==> src/sv/nsrc_pkg.sv <==
// Shared types, constants and sample conversion for the nearest-neighbour rate converter.
package nsrc_pkg;

  localparam int unsigned STEP_W      = 16;
  localparam int unsigned MODE_W      = 2;
  localparam int unsigned OUT_COUNT_W = 24;
  localparam int unsigned SAMPLE_W    = 16;
  localparam int unsigned INDEX_W     = 24;
  localparam int unsigned CFG_ADDR_W  = 2;
  localparam int unsigned CFG_DATA_W  = 24;
  localparam int unsigned MAX_OUT     = 8;
  localparam int unsigned FRAC_W      = 8;
  localparam int unsigned POS_EXTRA_W = 16;
  localparam int unsigned OUT_TDATA_W = 40;

  localparam logic [STEP_W-1:0] STEP_RESET  = 16'd256;
  localparam logic [MODE_W-1:0] MODE_BYTE   = 2'd1;
  localparam logic [MODE_W-1:0] MODE_WORD   = 2'd2;
  localparam logic [7:0]        BYTE_OFFSET = 8'h80;

  typedef enum logic [CFG_ADDR_W-1:0] {
    REG_STEP      = 2'd0,
    REG_IN_WIDTH  = 2'd1,
    REG_OUT_WIDTH = 2'd2,
    REG_OUT_COUNT = 2'd3
  } nsrc_reg_e;

  // Per-cycle control from the sequencer to the top level
  typedef struct packed {
    logic fire;   // one result goes to the output register this cycle
    logic done;   // held item finishes this cycle
    logic last;   // result being emitted is the final one of the sound
  } nsrc_seq_st_t;

  // Map a raw input word to the output sample format
  function automatic logic [SAMPLE_W-1:0] convert_sample(
    input logic [SAMPLE_W-1:0] raw,
    input logic [MODE_W-1:0]   in_width,
    input logic [MODE_W-1:0]   out_width
  );
    logic [SAMPLE_W-1:0] s16;
    if (in_width == MODE_WORD) begin
      s16 = raw;
    end else begin
      s16 = {raw[7:0] ^ BYTE_OFFSET, 8'h00};
    end
    if (out_width == MODE_WORD) begin
      return s16;
    end
    return {{8{s16[15]}}, s16[15:8]};
  endfunction

endpackage

==> src/sv/nsrc_seq.sv <==
// Emission sequencer: counters, (COUNT_BITS+8).8 position and per-item output stepping.
module nsrc_seq #(
  parameter int unsigned COUNT_BITS = 24
) (
  input  logic                                clk_i,
  input  logic                                rst_ni,
  input  logic                                accept_i,
  input  logic                                start_i,
  input  logic                                space_i,
  input  logic [nsrc_pkg::STEP_W-1:0]         step_i,
  input  logic [nsrc_pkg::OUT_COUNT_W-1:0]    out_count_i,
  output logic                                busy_o,
  output nsrc_pkg::nsrc_seq_st_t              status_o,
  output logic [nsrc_pkg::INDEX_W-1:0]        index_o
);
  import nsrc_pkg::*;

  localparam int unsigned PW = COUNT_BITS + POS_EXTRA_W;
  localparam int unsigned CW = (COUNT_BITS > OUT_COUNT_W) ? COUNT_BITS : OUT_COUNT_W;
  localparam int unsigned NW = $clog2(MAX_OUT + 1);
  localparam logic [COUNT_BITS-1:0] COUNT_MAX = '1;
  localparam logic [NW-1:0] N_LAST = NW'(MAX_OUT - 1);
  localparam logic [NW-1:0] N_MAX  = NW'(MAX_OUT);

  logic                  busy_q, busy_d;
  logic [NW-1:0]         n_q, n_d;
  logic [COUNT_BITS-1:0] ic_q, ic_d;
  logic [COUNT_BITS-1:0] oc_q, oc_d;
  logic [PW-1:0]         pos_q, pos_d;

  logic [PW-1:0]         pos_next;
  logic [COUNT_BITS-1:0] oc_next;
  logic [PW-FRAC_W-1:0]  ic_ext;
  logic [CW-1:0]         cnt_ext;
  logic                  can_emit, can_next, fire, done;

  assign pos_next = pos_q + PW'(step_i);
  assign oc_next  = oc_q + COUNT_BITS'(1);
  assign ic_ext   = (PW-FRAC_W)'(ic_q);
  assign cnt_ext  = CW'(out_count_i);

  assign can_emit = busy_q && (n_q != N_MAX) && (CW'(oc_q) < cnt_ext) &&
                    (oc_q != COUNT_MAX) && (pos_q[PW-1:FRAC_W] <= ic_ext);
  // look one result ahead so a single-result item frees the input in the cycle it emits its result
  assign can_next = (n_q != N_LAST) && (CW'(oc_next) < cnt_ext) &&
                    (oc_next != COUNT_MAX) && (pos_next[PW-1:FRAC_W] <= ic_ext);
  assign fire     = can_emit && space_i;
  assign done     = busy_q && (!can_emit || (fire && !can_next));

  always_comb begin
    busy_d = busy_q;
    n_d    = n_q;
    ic_d   = ic_q;
    oc_d   = oc_q;
    pos_d  = pos_q;
    if (fire) begin
      pos_d = pos_next;
      oc_d  = oc_next;
      n_d   = n_q + NW'(1);
    end
    if (done) begin
      busy_d = 1'b0;
      if (ic_q != COUNT_MAX) begin
        ic_d = ic_q + COUNT_BITS'(1);
      end
    end
    if (accept_i) begin
      busy_d = 1'b1;
      n_d    = '0;
      if (start_i) begin
        ic_d  = '0;
        oc_d  = '0;
        pos_d = '0;
      end
    end
  end

  always_ff @(posedge clk_i or negedge rst_ni) begin
    if (!rst_ni) begin
      busy_q <= 1'b0;
      n_q    <= '0;
      ic_q   <= '0;
      oc_q   <= '0;
      pos_q  <= '0;
    end else begin
      busy_q <= busy_d;
      n_q    <= n_d;
      ic_q   <= ic_d;
      oc_q   <= oc_d;
      pos_q  <= pos_d;
    end
  end

  assign busy_o        = busy_q;
  assign status_o.fire = fire;
  assign status_o.done = done;
  assign status_o.last = (CW'(oc_next) == cnt_ext);
  assign index_o       = INDEX_W'(oc_q);

endmodule

==> src/sv/nearest_sample_rate_converter.sv <==
// Top level of the nearest-neighbour sample rate converter.
//
// Input samples arrive on the s_axis channel (tdata: raw sample, tuser: start
// of a new sound). Each item yields zero to eight resampled items on the
// m_axis channel, output number i taking input floor(i * step / 256) or, when
// the cap of eight holds it back, a later one, with tlast marking output number
// out_count - 1. Configuration is a plain write port (step, in_width, out_width,
// out_count); the user must write it while idle; the block does not enforce it.
// The first result of an item is loaded into the output register once the
// sequencer holds the item and the output register has space. An item that
// yields zero or one result frees the input side as it finishes, so such items
// stream at one per cycle while the receiver keeps up; one yielding several holds
// the input until its last result is loaded, at one result per unstalled cycle.
//
// Reset clears the counters and the position and loads the register defaults
// (step 256, 8-bit in and out, no outputs). When the receiver stalls, the
// output register holds its result and the sequencer waits; the input side
// drops ready until the held item has passed its last result to the output
// register, while an item that yields nothing still frees the input at once.
module nearest_sample_rate_converter #(
  parameter int unsigned COUNT_BITS = 24
) (
  input  logic                                 clk_i,
  input  logic                                 rst_ni,
  // configuration write port
  input  logic                                 cfg_we_i,
  input  logic [nsrc_pkg::CFG_ADDR_W-1:0]      cfg_addr_i,
  input  logic [nsrc_pkg::CFG_DATA_W-1:0]      cfg_wdata_i,
  // input samples
  input  logic                                 s_axis_tvalid_i,
  output logic                                 s_axis_tready_o,
  input  logic [nsrc_pkg::SAMPLE_W-1:0]        s_axis_tdata_i,  // [15:0] raw_sample
  input  logic                                 s_axis_tuser_i,  // [0] start_req
  // resampled output
  output logic                                 m_axis_tvalid_o,
  input  logic                                 m_axis_tready_i,
  output logic [nsrc_pkg::OUT_TDATA_W-1:0]     m_axis_tdata_o,  // [15:0] sample_out,
                                                                // [39:16] out_index
  output logic                                 m_axis_tlast_o
);
  import nsrc_pkg::*;

  // configuration registers
  logic [STEP_W-1:0]      step_q;
  logic [MODE_W-1:0]      in_width_q;
  logic [MODE_W-1:0]      out_width_q;
  logic [OUT_COUNT_W-1:0] out_count_q;

  // held input sample and output register
  logic [SAMPLE_W-1:0]    sample_q;
  logic                   out_valid_q;
  logic [SAMPLE_W-1:0]    out_sample_q;
  logic [INDEX_W-1:0]     out_index_q;
  logic                   out_last_q;

  logic                   in_accept;
  logic                   out_space;
  logic                   seq_busy;
  nsrc_seq_st_t           seq_st;
  logic [INDEX_W-1:0]     seq_index;

  always_ff @(posedge clk_i or negedge rst_ni) begin
    if (!rst_ni) begin
      step_q      <= STEP_RESET;
      in_width_q  <= MODE_BYTE;
      out_width_q <= MODE_BYTE;
      out_count_q <= '0;
    end else if (cfg_we_i) begin
      case (nsrc_reg_e'(cfg_addr_i))
        REG_STEP:      step_q      <= cfg_wdata_i[STEP_W-1:0];
        REG_IN_WIDTH:  in_width_q  <= cfg_wdata_i[MODE_W-1:0];
        REG_OUT_WIDTH: out_width_q <= cfg_wdata_i[MODE_W-1:0];
        REG_OUT_COUNT: out_count_q <= cfg_wdata_i[OUT_COUNT_W-1:0];
        default: ;
      endcase
    end
  end

  // take a new item when nothing is held or the held one finishes now
  assign s_axis_tready_o = !seq_busy || seq_st.done;
  assign in_accept       = s_axis_tvalid_i && s_axis_tready_o;
  assign out_space       = !out_valid_q || m_axis_tready_i;

  // convert on entry; the format registers must stay unchanged while busy, a rule the block leaves to the user
  always_ff @(posedge clk_i) begin
    if (in_accept) begin
      sample_q <= convert_sample(s_axis_tdata_i, in_width_q, out_width_q);
    end
  end

  nsrc_seq #(
    .COUNT_BITS (COUNT_BITS)
  ) u_seq (
    .clk_i       (clk_i),
    .rst_ni      (rst_ni),
    .accept_i    (in_accept),
    .start_i     (s_axis_tuser_i),
    .space_i     (out_space),
    .step_i      (step_q),
    .out_count_i (out_count_q),
    .busy_o      (seq_busy),
    .status_o    (seq_st),
    .index_o     (seq_index)
  );

  always_ff @(posedge clk_i or negedge rst_ni) begin
    if (!rst_ni) begin
      out_valid_q <= 1'b0;
    end else if (seq_st.fire) begin
      out_valid_q <= 1'b1;
    end else if (m_axis_tready_i) begin
      out_valid_q <= 1'b0;
    end
  end

  // hold the payload while stalled, load on each emitted result
  always_ff @(posedge clk_i) begin
    if (seq_st.fire) begin
      out_sample_q <= sample_q;
      out_index_q  <= seq_index;
      out_last_q   <= seq_st.last;
    end
  end

  assign m_axis_tvalid_o = out_valid_q;
  assign m_axis_tdata_o  = {out_index_q, out_sample_q};
  assign m_axis_tlast_o  = out_last_q;

endmodule

==> config.mk <==
export PLATFORM = sky130hd
export DESIGN_NAME = nearest_sample_rate_converter
export DESIGN_NICKNAME = d
export VERILOG_FILES = /design/src/sv/nsrc_pkg.sv /design/src/sv/nsrc_seq.sv /design/src/sv/nearest_sample_rate_converter.sv
export SDC_FILE = /design/constraint.sdc
export NUM_CORES = 1
export LEC_CHECK = 0
export BUFFER_PORTS_ARGS = -buffer_cell sky130_fd_sc_hd__buf_2
export CORE_MARGIN = 8
export CORE_UTILIZATION = 50
export DETAILED_ROUTE_END_ITERATION = 7
export GPL_ROUTABILITY_DRIVEN = 1
export HOLD_SLACK_MARGIN = 0.03
export PLACE_DENSITY_LB_ADDON = 0.1
export SLEW_MARGIN = 20
export SYNTH_ARGS = -nofsm -noshare
export SYNTH_HDL_FRONTEND = slang
export SYNTH_SLANG_ARGS = --single-unit
==> constraint.sdc <==
create_clock -name clk_i -period 6.1 [get_ports clk_i]
set_clock_uncertainty 0.1 [all_clocks]
set_input_delay 0.305 -clock clk_i [delete_from_list [all_inputs] [get_ports clk_i]]
set_output_delay 0.305 -clock clk_i [all_outputs]
set_load 0.1 [all_outputs]
# After elaboration in Yosys (flattened, before gate mapping)
# Index checks and enable logic that the tools add are counted.
# W data, S select, Z words.
# totals
regBits,195
elab_cells,81
# op_classes
addsub,4
order_cmp,4
n_eq_ne,11
mux,21
bitwise,1
reduce_logical,26
# op_table
cell,count
$mux W24,7
$mux W40,3
$ne A24 B24 Y1 const B,3
$le A32 B24 Y1,2
$add A24 B1 Y24 const B,2
$lt A24 B24 Y1,2
$mux W16,3
$add A40 B16 Y40,1
$eq A24 B24 Y1,1
$logic_and A1 B1 Y1,11
$eq A2 B2 Y1 const B,4
$mux W4,2
$reduce_and A2 Y1,4
$mux W1,6
$reduce_bool A2 Y1,3
$add A4 B1 Y4 const B,1
$logic_not A1 Y1,4
$ne A4 B3 Y1 const B,1
$ne A4 B4 Y1 const B,1
$logic_or A1 B1 Y1,3
$eq A2 B1 Y1 const B,1
$logic_not A2 Y1,1
$not A1 Y1,1

# Depth between registers and ports, before layout
# Gate-level depths: netlist (run 1).
# logic_depth
ltp_word,13
mapped_depth,27

# Hierarchy
# From an unflattened synthesis (run 1), not the netlist that was laid out.
# unflattened
cells_unflattened,1269
area_unflattened_um2,12425.7
# by_module_without_submodules
module,instances,cells_per_inst,area_each_um2,seq_area_each_um2
nsrc_seq,1,1085,8675.8,2327.2
nearest_sample_rate_converter,1,184,3749.8,2841.5

# Least setup slack after synthesis (run 1)
# Ideal clock, no wire load.
# synth_path
kind,register to register
startpoint,register step_q[0]
endpoint,register u_seq.pos_q[32]
t_arrival_ns,5.331
required_ns,5.928
path_slack_ns,0.597
path_stages_with_launch,26
n_path_buf,3
synth_period_minus_slack_ns,5.503
path_cell_list,dfrtp_1 > ha_1 > inv_1 > fa_1 > nor2b_1 > o2111ai_1 > a211oi_1 > nor2_1 > o21ai_0 > nand3_1 > xnor2_1 > ha_1 > nand4_1 > nor3_1 > and3_1 > nor2_1 > nor3_1 > nand4_1 > or4_1 > nor3_2 > o21bai_2 > and2_4 > buf_6 > buf_6 > buf_6 > nor2_1
# synth_via
elab_chain_cells,10
elab_cells_between_ends,12
classes_between,add/sub (1); order compare (1); mux (3); reduce/logical (7)
# synth_rtl
item,line,text
"start, declared",nearest_sample_rate_converter.sv:44,logic [STEP_W-1:0] step_q;
"start signal, assigned",nearest_sample_rate_converter.sv:70,REG_STEP: step_q <= cfg_wdata_i[STEP_W-1:0];
$add A40 B16 Y40,nsrc_seq.sv:37,assign pos_next = pos_q + PW'(step_i);
$le A32 B24 Y1,nsrc_seq.sv:46,(oc_next != COUNT_MAX) && (pos_next[PW-1:FRAC_W] <= ic_ext);
$logic_and A1 B1 Y1,nsrc_seq.sv:46,
$logic_not A1 Y1,nsrc_seq.sv:48,assign done = busy_q && (!can_emit || (fire && !can_next));
$logic_and A1 B1 Y1,nsrc_seq.sv:48,
$logic_or A1 B1 Y1,nsrc_seq.sv:48,
$logic_and A1 B1 Y1,nsrc_seq.sv:48,
$logic_or A1 B1 Y1,nearest_sample_rate_converter.sv:80,assign s_axis_tready_o = !seq_busy || seq_st.done;
via s_axis_tready_o,nearest_sample_rate_converter.sv:31,"output logic s_axis_tready_o,"
$logic_and A1 B1 Y1,nearest_sample_rate_converter.sv:81,assign in_accept = s_axis_tvalid_i && s_axis_tready_o;
$mux W40,nsrc_seq.sv:67,if (accept_i) begin
via u_seq.pos_d[32],nsrc_seq.sv:29,"logic [PW-1:0] pos_q, pos_d;"
"end signal, assigned",nsrc_seq.sv:90,pos_q <= pos_d;
"end, declared",nsrc_seq.sv:29,
# The timed path passes the listed nets, and every way through them passes these cells.
# A chain may end at the register's enable or synchronous reset.

# Worst setup path after layout (run 1)
# layout_path
startpoint,register u_seq.pos_q[0]
endpoint,output port s_axis_tready_o
# layout_via
elab_chain_cells,8
# layout_rtl
item,line
$add A40 B16 Y40,nsrc_seq.sv:37
$le A32 B24 Y1,nsrc_seq.sv:46
$logic_and A1 B1 Y1,nsrc_seq.sv:46
$logic_not A1 Y1,nsrc_seq.sv:48
$logic_and A1 B1 Y1,nsrc_seq.sv:48
$logic_or A1 B1 Y1,nsrc_seq.sv:48
$logic_and A1 B1 Y1,nsrc_seq.sv:48
$logic_or A1 B1 Y1,nearest_sample_rate_converter.sv:80
"end, declared",nearest_sample_rate_converter.sv:31
# No other way between the ends.

==> results of run 1 <==
==> metrics by stage <==
step,hold slack [ns],worst slack (ns)
3_5_place_dp,0.3045,0.2465
2_1_floorplan,-0.09059,0.5967
4_1_cts,0.03529,0.06788
6_report,0.04654,0.3362
3_3_place_gp,0.3008,0.4603
5_1_grt,0.04100,-0.009236
==> routing by layer <==
layer  up-vias  GRT usage (%)
li1       4843              -
met1      4734          27.74
met2       256          37.14
met3        55          2.784
met4         0          7.842
met5         -              0
==> sequential cells by signal (all words and copies together), names as in the netlist, 2 cells and up <==
signal / count
u_seq.n_q: 4
u_seq.ic_q: 24
in_width_q: 2
out_width_q: 2
out_sample_q: 16
sample_q: 16
out_index_q: 24
out_count_q: 24
u_seq.index_o: 24
u_seq.pos_q: 40
step_q: 16
==> area by class of cell <==
class                      instances  area (sq um)  area share [%]
inverter                          69         259.0           1.830
timing repair buffer             119         720.7           5.092
multi-input combinational        990          6945           49.08
sequential                       195          5169           36.52
tap                              330         412.9           2.918
clock inverter                    15         220.2           1.556
clock buffer                      17         425.4           3.006
==> path summary, 6_finish.rpt <==
path / cells past startpoint / to / startpoint
min in group asynchronous: 2 / u_seq.ic_q[0]$_DFF_PN0_ / rst_ni
max in group asynchronous: 3 / u_seq.pos_q[6]$_DFF_PN0_ / rst_ni
min reg2reg: 0 / out_sample_q[8]$_DFFE_PP_ / sample_q[8]$_DFFE_PN_
min: 2 / step_q[6]$_DFFE_PN0P_ / cfg_wdata_i[6]
max reg2reg: 24 / u_seq.pos_q[0]$_DFF_PN0_ / u_seq.pos_q[0]$_DFF_PN0_
max: 23 / s_axis_tready_o / u_seq.pos_q[0]$_DFF_PN0_
==> cells in the mapped netlist (36+ instances only) <==
cell,n,area [sq um]
dfrtp_1,135,3378
nand2_1,132,495.5
nor2_1,131,491.7
ha_1,117,1464
xnor2_1,75,656.9
a21oi_1,71,355.3
inv_1,69,259.0
edfxtp_1,57,1712
nand4_1,53,331.6
mux2_2,43,484.2
xor2_1,43,376.6
nand3_1,42,210.2
clkbuf_1,36,135.1
==> logic make-up after synthesis <==
group | Yosys count | synth area share, %
AO/OA/AOI/OAI | 208 | 10.88
XOR/XNOR | 118 | 8.208
adder cells (fa/ha/maj) | 118 | 11.79
buffers and inverters | 126 | 4.243
flip-flops | 195 | 41.05
multiplexers | 46 | 4.084
AND/OR/NAND/NOR | 500 | 19.75
==> power by group <==
part | internal [W] | total (W) | switching (W)
sequential | 0.00177 | 0.00192 | 0.000153
clock | 0.000580 | 0.00121 | 0.000629
combinational | 0.000841 | 0.00338 | 0.00254
==> timing repair <==
item / 4_1_cts / 5_1_grt
pin swaps: 0 / 2
buffers inserted: 0 / 1
setup endpoints to repair: 1 / 87
hold endpoints to repair: 97 / 0
hold buffers: 11 / 0
gates resized for setup: 1 / 10
==> worst max-delay path, stage by stage (launching register included) <==
cell and delay [ns]:
dfrtp_1 0.36, ha_1 0.16, inv_1 0.06, fa_1 0.42
nor2b_2 0.17, o2111ai_2 0.17, a211oi_2 0.34, nor2_1 0.14
nand2_1 0.13, nand2_1 0.13, nor2_2 0.17, nand3_1 0.14
xnor2_1 0.15, ha_1 0.33, nand4_1 0.09, nor3_1 0.29
and3_1 0.24, nor2_1 0.05, nor3_1 0.20, nand4_1 0.11
or4_1 0.50, nor3_2 0.21, o21bai_2 0.11, buf_6 0.24
==> results.yml, run 1 <==
outcome:
  status: "finished, final reports clean"
layout:
  antennaDiodeCount: 0
  fillers: 2233
  final_util_pct: 56.69
  drive_above_1_share_pct: 15.23
  instances_no_fill: 1735
  mostFrequentLayoutCell: "dfrtp_1"
  final_cell_area_sq_um: 14150
  layout.cells.most_common_list: "dfrtp_1 (135), nand2_1 (132), nor2_1 (130), ha_1 (117), buf_2 (88)"
  area.growth.synth_to_final_pct: 12.40
  finish.net_count: 1558
yosys:
  netlist_area_sq_um: 12590
  edff_count_synth: 57
  synth_cell_types: 77
  yosys_warnings: 0
  async_flop_share_pct: 70.77
  synth.net_count: 1477
  synth-seq-area-share_pct: 41.05
  post_synth_inst_count: 1311
  primary_ff_master_synth: "dfrtp_1"
  synth.ff_latch_count: 195
  mean_cell_area_of_the_mapped_netlist_sq_um: 9.604
critical_path:
  timing.critical_path.to_type: "output pin"
  critPathMaxFanout: 4
  criticalPathCategory: "reg -> out"
  critical_path_required_ns: 5.69
  r2r_setup_slack_ns: 0.44
  endpoint_arrival_time_on_the_critical_path_ns: 5.36
  worstSetupStartpointType: "register"
floorplan:
  core_area_sq_um: 24960
  floorplan.rows: 58
  die_width_microns: 174.7
  starting_density_pct: 50.44
  die-height_microns: 174.7
  die-area_sq_um: 30510
  top_level_ports: 91
route:
  num_vias: 9888
  routed_wl_microns: 32740
  routed_via_density: 5.699
  wire_length_per_cell_microns: 18.87
  wl_met3_microns: 1414
  first_pass_iters: 5
  route.detailed.drc: 0
  met2RoutedLength_microns: 15960
  route.antenna.remaining_nets: 0
  highest_metal_used: "met4"
  drtIter0Drc: 720
  wirelength_met1_microns: 14450
sta:
  tightest_slew_ns: 1.022
  period_needed_ns: 5.764
  clock.fmax_ghz: 0.1735
  setup_viol: 0
  drv_slew: 0
  hold_viol_final: 0
  slew_headroom_pct: 31.88
  final.period_utilization_pct: 94.49
  setup_tns_ns: 0
placed_design:
  numPortBuffers: 90
  post-place-cells: 1691
  placed_area_sq_um: 13340
  routabilityCongestion: 0.9109
  hpwl_microns: 24700
global_routing:
  number_of_antenna_violations_at_the_first_check_in_global_routing: 0
  overflow: 0
  largest_net_degree_at_the_start_of_global_routing: 91
  grt_use_total_pct: 21.71
  first_global_vias: 10120
  global_route_wire_length_before_repair_microns: 53830
hold_path:
  hp-class: "in -> reg"
clocking:
  clock_sinks: 195
  tritoncts.num_buffers: 17
  cts-root-buf: "clkbuf_16"
  cts_tree: "built"
  cts_max_level: 4
  max-clock-path-buffers: 2
  clk_lat_worst_skew_ns: 0.45
  clk_pin_slew_ns: 0.08
power:
  irDropWorstVdd_mv: 0.4766
  power_per_cell_area_nw_per_um2: 460.0
  leakage_nw: 6.312
  totalPowerFinal_w: 0.006510
job:
  maxCapViolations: 0
Note: power is estimated with default switching activity, not from simulation.
==> run 2, diff against run 1 <==
--- a/config.mk
+++ b/config.mk
@@ -6,6 +6,7 @@
 export NUM_CORES = 1
 export LEC_CHECK = 0
 export BUFFER_PORTS_ARGS = -buffer_cell sky130_fd_sc_hd__buf_2
+export CORE_ASPECT_RATIO = 1.2
 export CORE_MARGIN = 8
 export CORE_UTILIZATION = 50
 export DETAILED_ROUTE_END_ITERATION = 7
==> results.yml, run 2 (synthesis results as in run 1) <==
sta:
  grt_setup_unrepaired: "no"
  setup_viol: 0
  drv_slew: 0
  slew_headroom_pct: 38.95
  clock.fmax_ghz: 0.1733
  tightest_slew_ns: 0.9158
  hold_viol_final: 0
  period_needed_ns: 5.771
  final.hold.worst_slack_ns: 0.05016
  final.period_utilization_pct: 94.61
  setup_tns_ns: 0
layout:
  multi_input_area_sq_um: 6943
  largest_register_ffs: 40
  layout.cells.most_common_list: "dfrtp_1 (135), nand2_1 (132), nor2_1 (130), ha_1 (117), buf_2 (88)"
  registers.top_by_ff_count: "u_seq.pos_q"
  final_cell_area_sq_um: 14200
  drive_above_1_share_pct: 15.11
  area.growth.synth_to_final_pct: 12.77
  fillers: 2269
  finish.net_count: 1563
  mostFrequentLayoutCell: "dfrtp_1"
  register_area_sq_um: 5169
  antennaDiodeCount: 0
placed_design:
  placed_area_sq_um: 13350
  routabilityCongestion: 0.9648
  numPortBuffers: 90
  hpwl_microns: 25290
critical_path:
  timing.critical_path.to_type: "output pin"
  critical-path-max-stage-delay_ns: 0.49
  critical_path_required_ns: 5.69
  critical-path-top-delay-family: "simple AND/OR/NAND/NOR gates"
  worstSetupPathDepth: 23
  critPathMaxFanout: 4
  path_cells: "ha_1 -> inv_1 -> fa_1 -> nor2b_1 -> o2111ai_2 -> a211oi_2 -> nor2_1 -> nand2_1 -> nand2_1 -> nor2_2 -> nand3_1 -> xnor2_1 -> ha_1 -> a21oi_1 -> nand2_1 -> a221oi_2 -> nor2_1 -> nor3_1 -> nand4_1 -> or4_1 -> nor3_2 -> o21bai_2 -> buf_4"
  worst_r2r_path_depth: 25
  worstSetupStartpointType: "register"
  criticalPathCategory: "reg -> out"
  crit_path_frequent_cell: "nand2_1"
  cp.buffers_inverters: 2
  critical_path.slowest_cell: "or4_1"
  endpoint_arrival_time_on_the_critical_path_ns: 5.37
route:
  route.detailed.drc: 0
  routed_wl_microns: 33250
  drtIter0Drc: 488
  routed_via_density: 5.797
  wire_length_per_cell_microns: 19.16
  first_pass_iters: 5
  route.antenna.remaining_nets: 0
  num_vias: 10060
job:
  maxCapViolations: 0
clocking:
  max-clock-path-buffers: 2
  cts_max_level: 4
  clk_pin_slew_ns: 0.08
  clk_lat_worst_skew_ns: 0.45
  cts_tree: "built"
  tritoncts.num_buffers: 17
  cts-root-buf: "clkbuf_16"
  clock_sinks: 195
global_routing:
  overflow: 0
  largest_net_degree_at_the_start_of_global_routing: 97
  global_route_wire_length_before_repair_microns: 53430
  first_global_vias: 10080
  number_of_antenna_violations_at_the_first_check_in_global_routing: 0
  grt_use_total_pct: 21.96
floorplan:
  floorplan.rows: 63
  starting_density_pct: 50.87
  die_width_microns: 160.9
  top_level_ports: 91
  die-height_microns: 189.8
  core_area_sq_um: 24750
  die-area_sq_um: 30540
hold_path:
  hp-class: "in -> reg"
  min_path_cells: 2
outcome:
  status: "finished, final reports clean"
power:
  irDropWorstVdd_mv: 0.3530
  leakage_nw: 6.336
  power_per_cell_area_nw_per_um2: 460.0
  totalPowerFinal_w: 0.006532
[run 2: worst paths after layout]
check / start / end / slack (ns)
worst min register to register: sample_q[14]$_DFFE_PN_ / out_sample_q[14]$_DFFE_PP_ / 0.32
max in group asynchronous: rst_ni / u_seq.pos_q[23]$_DFF_PN0_ / 4.35
min in group asynchronous: rst_ni / step_q[11]$_DFFE_PN0P_ / 0.38
worst max register to register: u_seq.pos_q[0]$_DFF_PN0_ / u_seq.index_o[10]$_DFF_PN0_ / 0.54
worst min-delay path: cfg_wdata_i[15] / step_q[15]$_DFFE_PN0P_ / 0.05
worst max-delay path: u_seq.pos_q[0]$_DFF_PN0_ / s_axis_tready_o / 0.33
[run 2: repair_timing]
action,4_1_cts,5_1_grt
endpoints found under the setup margin,1,48
hold buffers,15,1
endpoints found under the hold margin,111,1
setup buffers,0,1
pin swaps,0,1
gates resized for setup,1,8
[run 2: layout make-up]
| cell class | count | area share, % |
|---|---|---|
| multi-input combinational | 990 | 48.90 |
| sequential | 195 | 36.40 |
| timing repair buffer | 124 | 5.490 |
| clock buffer | 17 | 2.996 |
| tap | 325 | 2.864 |
| inverter | 69 | 1.824 |
| clock inverter | 15 | 1.525 |
[run 2: power breakdown]
part / total [W] / switching, W / internal, W / leakage [nW]
sequential: 0.00192 / 0.000154 / 0.00177 / 2.35
clock: 0.00121 / 0.000630 / 0.000581 / 0.307
combinational: 0.00340 / 0.00255 / 0.000848 / 3.68
[run 2: per-stage QoR]
stage,cells,utilization [%],setup WS [ns]
CTS,1733,57.15,0.05660
detailed placement,1686,53.93,0.2867
finish,1735,57.37,0.3289
global placement,1686,53.93,0.5121
global route,1735,57.37,0.008039
floorplan,1311,-,0.5967
[run 2: worst register-to-register path, delay by kind of cell, from the launching register on]
family	cells	cell delay [ns]
xor+xnor	1	0.16
buf+inv	2	0.31
compound gates	5	1.14
flops	1	0.35
fa+ha+maj	3	0.90
simple gates	14	2.54
[run 2: routing by layer]
| metal | wire [microns] | global-route usage [%] | vias to the layer above | share of wire, % |
|---|---|---|---|---|
| met5 | 0 | 0 | - | 0 |
| met4 | 1058 | 8.452 | 0 | 3.2 |
| met3 | 1398 | 3.373 | 64 | 4.2 |
| met2 | 16920 | 38.90 | 264 | 51 |
| met1 | 13870 | 26.42 | 4874 | 42 |
| li1 | - | - | 4855 | - |
==> run 3, diff against run 2 <==
--- a/config.mk
+++ b/config.mk
@@ -11,7 +11,7 @@
 export CORE_UTILIZATION = 50
 export DETAILED_ROUTE_END_ITERATION = 7
 export GPL_ROUTABILITY_DRIVEN = 1
-export HOLD_SLACK_MARGIN = 0.03
+export HOLD_SLACK_MARGIN = 0.06
 export PLACE_DENSITY_LB_ADDON = 0.1
 export SLEW_MARGIN = 20
 export SYNTH_ARGS = -nofsm -noshare
==> results.yml, run 3 (synthesis results as in run 1) <==
global_routing:
  first_global_vias: 10100
  grt_use_total_pct: 21.99
  largest_net_degree_at_the_start_of_global_routing: 97
  global_route_wire_length_before_repair_microns: 53540
  overflow: 0
  number_of_antenna_violations_at_the_first_check_in_global_routing: 0
critical_path:
  critical-path-top-delay-family: "simple AND/OR/NAND/NOR gates"
  critPathMaxFanout: 4
  timing.critical_path.to_type: "output pin"
  criticalPathCategory: "reg -> out"
  rr_endpoint: "u_seq.index_o[10]$_DFF_PN0_"
  worst_r2r_path_depth: 25
  worstSetupStartpointType: "register"
  crit_path_start: "u_seq.pos_q[0]$_DFF_PN0_"
  critical_path.slowest_cell: "or4_1"
  setup.worst_path.end: "s_axis_tready_o"
  endpoint_arrival_time_on_the_critical_path_ns: 5.36
  crit_path_frequent_cell: "nand2_1"
  cp.buffers_inverters: 2
  path_cells: "ha_1 -> inv_1 -> fa_1 -> nor2b_1 -> o2111ai_2 -> a211oi_2 -> nor2_1 -> nand2_1 -> nand2_1 -> nor2_2 -> nand3_1 -> xnor2_1 -> ha_1 -> a21oi_1 -> nand2_1 -> a221oi_2 -> nor2_1 -> nor3_1 -> nand4_1 -> or4_1 -> nor3_2 -> o21bai_2 -> buf_4"
  critical-path-max-stage-delay_ns: 0.49
  worstSetupPathDepth: 23
  critical_path.reg2reg.startpoint: "u_seq.pos_q[0]$_DFF_PN0_"
  r2r_setup_slack_ns: 0.55
  critical_path_required_ns: 5.69
clocking:
  cts_max_level: 4
  max-clock-path-buffers: 2
  cts-root-buf: "clkbuf_16"
  clock_sinks: 195
  tritoncts.num_buffers: 17
  clk_lat_worst_skew_ns: 0.45
  clk_pin_slew_ns: 0.08
  cts_tree: "built"
route:
  route.antenna.remaining_nets: 0
  routed_via_density: 5.780
  route.detailed.drc: 0
  drtIter0Drc: 548
  first_pass_iters: 5
  num_vias: 10080
  routed_wl_microns: 33280
  wire_length_per_cell_microns: 19.09
power:
  netSwitchingPower_w: 0.003335
  seqPwrFrac_pct: 29.4
  power_per_cell_area_nw_per_um2: 458.0
  cell_internal_pwr_w: 0.003204
  irDropWorstVdd_mv: 0.3535
  power.share.combinational_pct: 52.0
  totalPowerFinal_w: 0.006539
  leakage_nw: 6.370
  share_clk_of_total_power_pct: 18.5
  power.switching_fraction_pct: 51.00
sta:
  clock.fmax_ghz: 0.1736
  setup_viol: 0
  drv_slew: 0
  final.hold.worst_slack_ns: 0.07054
  setup_tns_ns: 0
  slew_headroom_pct: 38.85
  final.period_utilization_pct: 94.45
  hold_viol_final: 0
  tightest_slew_ns: 0.9173
  period_needed_ns: 5.762
layout:
  finish.net_count: 1571
  registers.top_by_ff_count: "u_seq.pos_q"
  mostFrequentLayoutCell: "dfrtp_1"
  antennaDiodeCount: 0
  instances_no_fill: 1743
  area.growth.synth_to_final_pct: 13.41
  largest_register_ffs: 40
  final_cell_area_sq_um: 14280
  layout.cells.most_common_list: "dfrtp_1 (135), nand2_1 (132), nor2_1 (130), ha_1 (117), buf_2 (88)"
  drive_above_1_share_pct: 15.02
placed_design:
  post-place-cells: 1686
  placed_area_sq_um: 13350
  routabilityCongestion: 0.9648
  numPortBuffers: 90
  hpwl_microns: 25290
outcome:
  status: "finished, final reports clean"
floorplan:
  die-height_microns: 189.8
  floorplan.rows: 63
  die-area_sq_um: 30540
  top_level_ports: 91
  die_width_microns: 160.9
  starting_density_pct: 50.87
  core_area_sq_um: 24750
hold_path:
  hp-class: "in -> reg"
  min_path_cells: 2
job:
  maxCapViolations: 0
==> run 3: changes by cell type in the layout (fill, tap and decap cells not counted) <==
cell and change:
dlygate4sd3_1 +8
==> run 3: layout make-up <==
class                           instances  area, sq um
Timing Repair Buffer                  132        859.6
Clock inverter                         15        216.5
Multi-Input combinational cell        990         6943
Fill cell                            2260        10470
Inverter                               69        259.0
Tap cell                              325        406.6
Clock buffer                           17        425.4
Sequential cell                       195         5169
==> run 3: through the flow <==
stage,utilization [%],setup slack [ns]
4_1_cts,57.43,0.05660
6_report,57.69,0.3383
5_1_grt,57.69,-0.01813
3_3_place_gp,53.93,0.5121
2_1_floorplan,-,0.5967
3_5_place_dp,53.93,0.2867
==> run 3: worst reg2reg max path, cell delays in order (launching register included) <==
cell and delay [ns]:
dfrtp_1 0.35, ha_1 0.17, inv_1 0.06, fa_1 0.41
nor2b_1 0.20, o2111ai_2 0.17, a211oi_2 0.33, nor2_1 0.14
nand2_1 0.12, nand2_1 0.14, nor2_2 0.18, nand3_1 0.13
xnor2_1 0.16, ha_1 0.33, a21oi_1 0.20, nand2_1 0.09
a221oi_2 0.31, nor2_1 0.09, nor3_1 0.18, nand4_1 0.10
or4_1 0.49, nor3_2 0.21, o21bai_2 0.11, and2_4 0.31
buf_12 0.25, nor2_1 0.16
==> run 3: what timing repair did <==
item / CTS / global route
gates resized for setup: 1 / 8
hold buffers: 22 / 2
setup endpoints to repair: 1 / 48
hold endpoints to repair: 124 / 2
pin swaps: 0 / 1
setup buffers: 0 / 1
==> run 3: how the worst min path moves through the flow <==
stage	startpoint	end
floorplan	rst_ni	in_width_q[1]$_DFFE_PN0P_
global placement	sample_q[8]$_DFFE_PN_	out_sample_q[8]$_DFFE_PP_
detailed placement	sample_q[4]$_DFFE_PN_	out_sample_q[4]$_DFFE_PP_
CTS	cfg_wdata_i[14]	out_count_q[14]$_DFFE_PN0P_
global route	cfg_wdata_i[10]	step_q[10]$_DFFE_PN0P_
finish	s_axis_tvalid_i	u_seq.busy_o$_DFFE_PN0P_
==> run 3: power groups by stage <==
stage	Combinational [W]	Clock, W	Sequential, W
final	0.00340	0.00121	0.00193
after CTS	0.00340	0.00123	0.00193
after detailed placement	0.00337	0	0.00195
after floorplan	0.00152	0	0.00301
after global placement	0.00333	0	0.00194
after global routing	0.00364	0.00129	0.00196
==> run 3: metal layers <==
metal	share of wire, %	GRT usage, %	wire length [microns]
met4	2.9	8.417	950
met2	51	38.98	17100
met5	0	0	0
met3	3.9	3.395	1295
met1	42	26.46	13930
